--- src/design/mcr_pkg.sv ---
// mcr_pkg: shared types and constants of the multitap comb reverb
// holds the tap delay table, register codes, reset values and the control struct
// no dependencies
package mcr_pkg;

  localparam int SAMPLE_W  = 16;
  localparam int TABLE_LEN = 18;
  localparam int TAB_W     = 5;
  localparam int DELAY_W   = 8;

  // register codes, one per register word; word 3 of the config space is unmapped
  typedef enum logic [1:0] {
    REG_INPUT_GAIN = 2'd0,
    REG_FB_START   = 2'd1,
    REG_FB_STEP    = 2'd2
  } mcr_reg_e;

  localparam logic signed [SAMPLE_W-1:0] INPUT_GAIN_RST = -16'sd8192;
  localparam logic signed [SAMPLE_W-1:0] FB_START_RST   = -16'sd6554;
  localparam logic signed [SAMPLE_W-1:0] FB_STEP_RST    = 16'sd328;

  // control strobes from the sequencer to each channel datapath
  typedef struct packed {
    logic accept;  // input item taken, capture sample
    logic go;      // center entry present, form x+b and dry term
    logic tap_a;   // tap read issued, form feedback product
    logic tap_b;   // tap entry present, form rounded tap term
  } mcr_ctrl_t;

  // prime tap delays
  function automatic logic [DELAY_W-1:0] tap_delay(input logic [TAB_W-1:0] idx);
    logic [DELAY_W-1:0] d;
    case (idx)
      5'd0:    d = 8'd101;
      5'd1:    d = 8'd103;
      5'd2:    d = 8'd107;
      5'd3:    d = 8'd109;
      5'd4:    d = 8'd113;
      5'd5:    d = 8'd127;
      5'd6:    d = 8'd131;
      5'd7:    d = 8'd137;
      5'd8:    d = 8'd139;
      5'd9:    d = 8'd149;
      5'd10:   d = 8'd151;
      5'd11:   d = 8'd157;
      5'd12:   d = 8'd163;
      5'd13:   d = 8'd167;
      5'd14:   d = 8'd173;
      5'd15:   d = 8'd179;
      5'd16:   d = 8'd181;
      5'd17:   d = 8'd191;
      default: d = 8'd101;
    endcase
    return d;
  endfunction

endpackage

--- src/design/mcr_chan_dp.sv ---
// mcr_chan_dp: arithmetic of one channel, output sum and tap accumulate
// depends on mcr_pkg for the control struct
module mcr_chan_dp
  import mcr_pkg::*;
#(
  parameter int ACC_WIDTH = 24
) (
  input  logic                        clk_i,
  input  mcr_ctrl_t                   ctrl_i,
  input  logic signed [SAMPLE_W-1:0]  x_i,
  input  logic signed [SAMPLE_W-1:0]  gain_i,
  input  logic signed [SAMPLE_W-1:0]  fb_i,
  input  logic signed [ACC_WIDTH-1:0] b_i,
  output logic signed [SAMPLE_W-1:0]  sample_o,
  output logic signed [ACC_WIDTH-1:0] acc_o
);

  localparam int PW = ACC_WIDTH + 17;  // feedback product
  localparam int SW = ACC_WIDTH + 18;  // dry + product + rounding
  localparam int RW = ACC_WIDTH + 3;   // after the shift by 15
  localparam logic signed [ACC_WIDTH-1:0] ACC_MAX = {1'b0, {(ACC_WIDTH-1){1'b1}}};
  localparam logic signed [ACC_WIDTH-1:0] ACC_MIN = {1'b1, {(ACC_WIDTH-1){1'b0}}};
  localparam logic signed [SAMPLE_W-1:0]  SMP_MAX = {1'b0, {(SAMPLE_W-1){1'b1}}};
  localparam logic signed [SAMPLE_W-1:0]  SMP_MIN = {1'b1, {(SAMPLE_W-1){1'b0}}};
  localparam logic signed [SW-1:0]        ROUND   = SW'(16384);

  logic signed [SAMPLE_W-1:0]  x_q;
  logic signed [ACC_WIDTH:0]   s_d, s_q;
  logic signed [31:0]          dry_q;
  logic signed [PW-1:0]        s_ext, fb_ext, prod_q;
  logic signed [SW-1:0]        sum_w;
  logic signed [RW-1:0]        rnd_w;
  logic signed [ACC_WIDTH-1:0] term_d, term_q, b_c_q;
  logic signed [ACC_WIDTH:0]   acc_w;

  // exact x + b
  assign s_d = {{(ACC_WIDTH+1-SAMPLE_W){x_q[SAMPLE_W-1]}}, x_q} + {b_i[ACC_WIDTH-1], b_i};

  always_comb begin
    if ((&s_d[ACC_WIDTH:SAMPLE_W-1]) || !(|s_d[ACC_WIDTH:SAMPLE_W-1])) begin
      sample_o = s_d[SAMPLE_W-1:0];
    end else begin
      sample_o = s_d[ACC_WIDTH] ? SMP_MIN : SMP_MAX;
    end
  end

  assign s_ext  = {{(PW-ACC_WIDTH-1){s_q[ACC_WIDTH]}}, s_q};
  assign fb_ext = {{(PW-SAMPLE_W){fb_i[SAMPLE_W-1]}}, fb_i};

  // round half up then floor shift by 15
  assign sum_w = {{(SW-32){dry_q[31]}}, dry_q} + {prod_q[PW-1], prod_q} + ROUND;
  assign rnd_w = sum_w[SW-1:15];

  always_comb begin
    if ((&rnd_w[RW-1:ACC_WIDTH-1]) || !(|rnd_w[RW-1:ACC_WIDTH-1])) begin
      term_d = rnd_w[ACC_WIDTH-1:0];
    end else begin
      term_d = rnd_w[RW-1] ? ACC_MIN : ACC_MAX;
    end
  end

  // saturating accumulate into the tap entry
  assign acc_w = {b_c_q[ACC_WIDTH-1], b_c_q} + {term_q[ACC_WIDTH-1], term_q};

  always_comb begin
    if (acc_w[ACC_WIDTH] == acc_w[ACC_WIDTH-1]) begin
      acc_o = acc_w[ACC_WIDTH-1:0];
    end else begin
      acc_o = acc_w[ACC_WIDTH] ? ACC_MIN : ACC_MAX;
    end
  end

  always_ff @(posedge clk_i) begin
    if (ctrl_i.accept) begin
      x_q <= x_i;
    end
    if (ctrl_i.go) begin
      s_q   <= s_d;
      dry_q <= x_q * gain_i;
    end
    if (ctrl_i.tap_a) begin
      prod_q <= s_ext * fb_ext;
    end
    if (ctrl_i.tap_b) begin
      term_q <= term_d;
      b_c_q  <= b_i;
    end
  end

endmodule

--- config.mk ---
export PLATFORM = sky130hd
export DESIGN_NAME = mcr_chan_dp
export DESIGN_NICKNAME = d
export VERILOG_FILES = /design/src/design/mcr_pkg.sv /design/src/design/mcr_chan_dp.sv
export SDC_FILE = /design/constraint.sdc
export NUM_CORES = 2
export LEC_CHECK = 0
export BUFFER_PORTS_ARGS = -buffer_cell sky130_fd_sc_hd__buf_4
export CAP_MARGIN = 0
export CELL_PAD_IN_SITES_DETAIL_PLACEMENT = 2
export CELL_PAD_IN_SITES_GLOBAL_PLACEMENT = 2
export CORE_MARGIN = 3
export CORE_UTILIZATION = 38
export DETAILED_ROUTE_END_ITERATION = 6
export GPL_TIMING_DRIVEN = 0
export PLACE_DENSITY_LB_ADDON = 0.12
export SYNTH_ARGS = -nofsm -noshare
export SYNTH_HDL_FRONTEND = slang
export SYNTH_SLANG_ARGS = --single-unit
--- constraint.sdc ---
create_clock -name clk_i -period 8.5 [get_ports clk_i]
set_input_delay 2.55 -clock clk_i [delete_from_list [all_inputs] [get_ports clk_i]]
set_output_delay 2.55 -clock clk_i [all_outputs]
set_load 0.02 [all_outputs]
==> flow_metrics.env <==
export IMPL_hold_depth=4
export IMPL_synth_fp_nets=4555
export IMPL_ff2ff_path_depth=21
export IMPL_grt_ovfl_total=0
export IMPL_cp_start_kind="primary input"
export IMPL_crit_arrival_ps=6000
export IMPL_ant_nets=0
export IMPL_drt_iter0_markers=1251
export IMPL_cts_hold_buf=0
export IMPL_final_area_mm2=0.0385
export IMPL_drt_pass1_iterations=5
export IMPL_finalNetCount=4744
export IMPL_antenna_found_initial=12
export IMPL_async_flop_share_pct=0
export IMPL_crit_chain="buf_12 -> ha_4 -> buf_4 -> a211oi_2 -> nor2_1 -> a41o_2 -> o221a_4 -> nor2_4 -> or4_1 -> o311a_1 -> buf_4 -> buf_4 -> and4_1 -> and4_1 -> clkbuf_1 -> clkbuf_4 -> nand4_1 -> nand3_2 -> buf_6"
export IMPL_post_dp_hpwl_um=97600
export IMPL_syn_area_per_cell_um2=9.55
export IMPL_synthesis_area_mm2=0.0336
export IMPL_worst_slew_pin_slew_ps=1030
export IMPL_critPathMaxFanout=10
export IMPL_yosysTopAreaCellShare_pct=38.8
export IMPL_synth_cell_types=71
export IMPL_die_area_mm2=0.0920
export IMPL_path_buf_inv=7
export IMPL_setup_tns_ps=-182
export IMPL_fmax_mhz=117
export IMPL_path_depth=19
export IMPL_area_delta_synth_final_pct=14.7
export IMPL_yosysTopAreaCell="fa_1"
export IMPL_critPathTopFamily="simple AND/OR/NAND/NOR gates"
export IMPL_synthTopCellsByArea="fa_1 39%, edfxtp_1 14%, ha_1 12%"
export IMPL_outcome="complete, but fails checks"
export IMPL_reg2reg_from="s_q[5]"
export IMPL_slowest_stage="clkbuf_1"
export IMPL_clk_pin_slew_ps=70
export IMPL_slew_headroom_pct=31.3
export IMPL_drive_gt1_share_pct=11.2
export IMPL_cts_tree="built"
export IMPL_final_common_cell="inv_1"
export IMPL_violations="negative setup slack"
export IMPL_num_rows=108
export IMPL_worstSkewPairLatency_ps=500
export IMPL_syn_inst=3517
export IMPL_grt_pass1_wl_um=180000
export IMPL_clock_skew_ps=16.4
export IMPL_vias_per_cell=5.25
export IMPL_final_cell_mix="771 x inv_1, 639 x fa_1, 419 x nand2_1"
export IMPL_io_buffers=113
export IMPL_critPathLaunch="b_i[0]"
export IMPL_grt_use_total_pct=26.2
export IMPL_io_pins=117
export IMPL_max_cap_violations=0
export IMPL_place_congestion=0.855
export IMPL_die_h_um=303
export IMPL_wl_met2_um=59000
export IMPL_clock_sinks=162
export IMPL_slew_violations=0
export IMPL_h_tree_depth=4
export IMPL_period_needed_ps=8550
export IMPL_rsz0062_at_grt="yes"
export IMPL_cpPeakStageDelay_ps=280
export IMPL_hold_violations=0
export IMPL_cts_root_buf="clkbuf_16"
export IMPL_vias=25587
export IMPL_crit_required_ps=5950
export IMPL_grt_pass1_vias=30382
export IMPL_synth_edf_count=162
export IMPL_ys_warn_count=0
export IMPL_endpoint_kind="primary output"
export IMPL_grt_max_degree=58
export IMPL_ys_seq_elements=162
export IMPL_post_drt_wl_per_cell_um=24.0
export IMPL_maxUsedRoutingLayer="met4"
export IMPL_core_mm2=0.0872
export IMPL_reg2reg_slack_ps=890
export IMPL_period_share_pct=101
export IMPL_drt_met1_wl_um=50200
export IMPL_ys_flop_type="edfxtp_1"
export IMPL_routed_wirelength_um=117000
export IMPL_die_w_um=303
export IMPL_hold_start="prod_q[40]"
export IMPL_critPathMostFrequentCell="buf_4"
export IMPL_min_path_type="register to register"
export IMPL_worstSetupPathType="primary input to primary output"
export IMPL_drcViolationCount=0
export IMPL_fin_ws_ps=-52.2
export IMPL_yosysSeqAreaShare_pct=14.5
export IMPL_dr_wl_met3_um=4330
export IMPL_setup_viol=7
export IMPL_initial_core_util_pct=38.6
export IMPL_dpl_cell_area_mm2=0.0359
export IMPL_cts_path_max_buffers=2
export IMPL_cts_made_buffers=17
-- per-stage QoR --
| stage | utilization [%] | std cells | hold WS (ps) | setup WS [ps] |
|---|---|---|---|---|
| 3_5_place_dp | 41.2 | 4785 | 881 | -2020 |
| 2_1_floorplan | - | 3517 | 599 | 15.1 |
| 6_report | 44.2 | 4877 | 902 | -52.2 |
| 4_1_cts | 43.3 | 4847 | 926 | -5.21 |
| 5_1_grt | 44.2 | 4873 | 982 | -157 |
| 3_3_place_gp | 41.2 | 4785 | 883 | -1850 |
-- final cells by class --
class	count	area [um^2]
Antenna cell	4	10.0
Fill cell	9299	48600
Clock inverter	10	110
Buffer	94	787
Clock buffer	21	440
Timing Repair Buffer	185	1640
Sequential cell	162	4860
Tap cell	1155	1450
Inverter	781	2940
Multi-Input combinational cell	2465	26300
-- logic make-up (layout without fill, tap and decap cells) --
group	after synthesis	in the layout	share of synthesized area [%]
DFF	162	162	14.5
xor gates and xnor gates	136	136	3.54
adders and majority gates	961	961	50.3
and+or+nand+nor	982	982	14.3
buffers and inverters	890	1091	9.99
other	0	4	0
muxes	2	2	0.0596
AOI/OAI and AO/OA	384	384	7.32
-- state kept, by name, indices dropped and copies added, names as in the netlist --
name and flops:
s_q 25, b_c_q 24, term_q 24, dry_q 32
prod_q 41, x_q 16
-- worst min-delay path, delay by kind of cell (launching register included) --
family                   cells  cell delay, ps
buffers and inverters        2             140
XOR/XNOR                     1             130
flip-flops                   1             380
adder cells (fa/ha/maj)      1             150
-- what timing repair did --
| item | 4_1_cts | 5_1_grt |
|---|---|---|
| buffers inserted | 36 | 31 |
| resized for setup | 229 | 139 |
| pin swaps | 61 | 78 |
| endpoints found under the setup margin | 46 | 34 |
| cloned | 3 | 2 |
-- cells in the mapped netlist (20+ instances only) --
master    count
a21o_1       41
a21oi_1     122
and2_1      257
clkbuf_1    100
edfxtp_1    162
fa_1        652
ha_1        309
inv_1       780
nand2_1     424
nand2b_1     32
nand3_1      47
nand4_1      39
nor2_1       98
nor3_1       28
o21ai_0      78
o21bai_1     20
xnor2_1      98
xor2_1       38
-- routing by layer --
metal | vias up | GRT usage [%]
li1 | 11300 | -
met1 | 13678 | 34.1
met2 | 471 | 45.3
met3 | 138 | 3.57
met4 | 0 | 7.91
met5 | - | 0
-- path summary, 6_finish.rpt --
kind / end
worst max-delay path: sample_o[6]
worst min-delay path: term_q[23]
worst max register to register: prod_q[40]
worst min register to register: term_q[23]
Power is left out: the tool's default activity adds up to more than one toggle a clock period on the data nets, which glitch-free logic cannot reach.
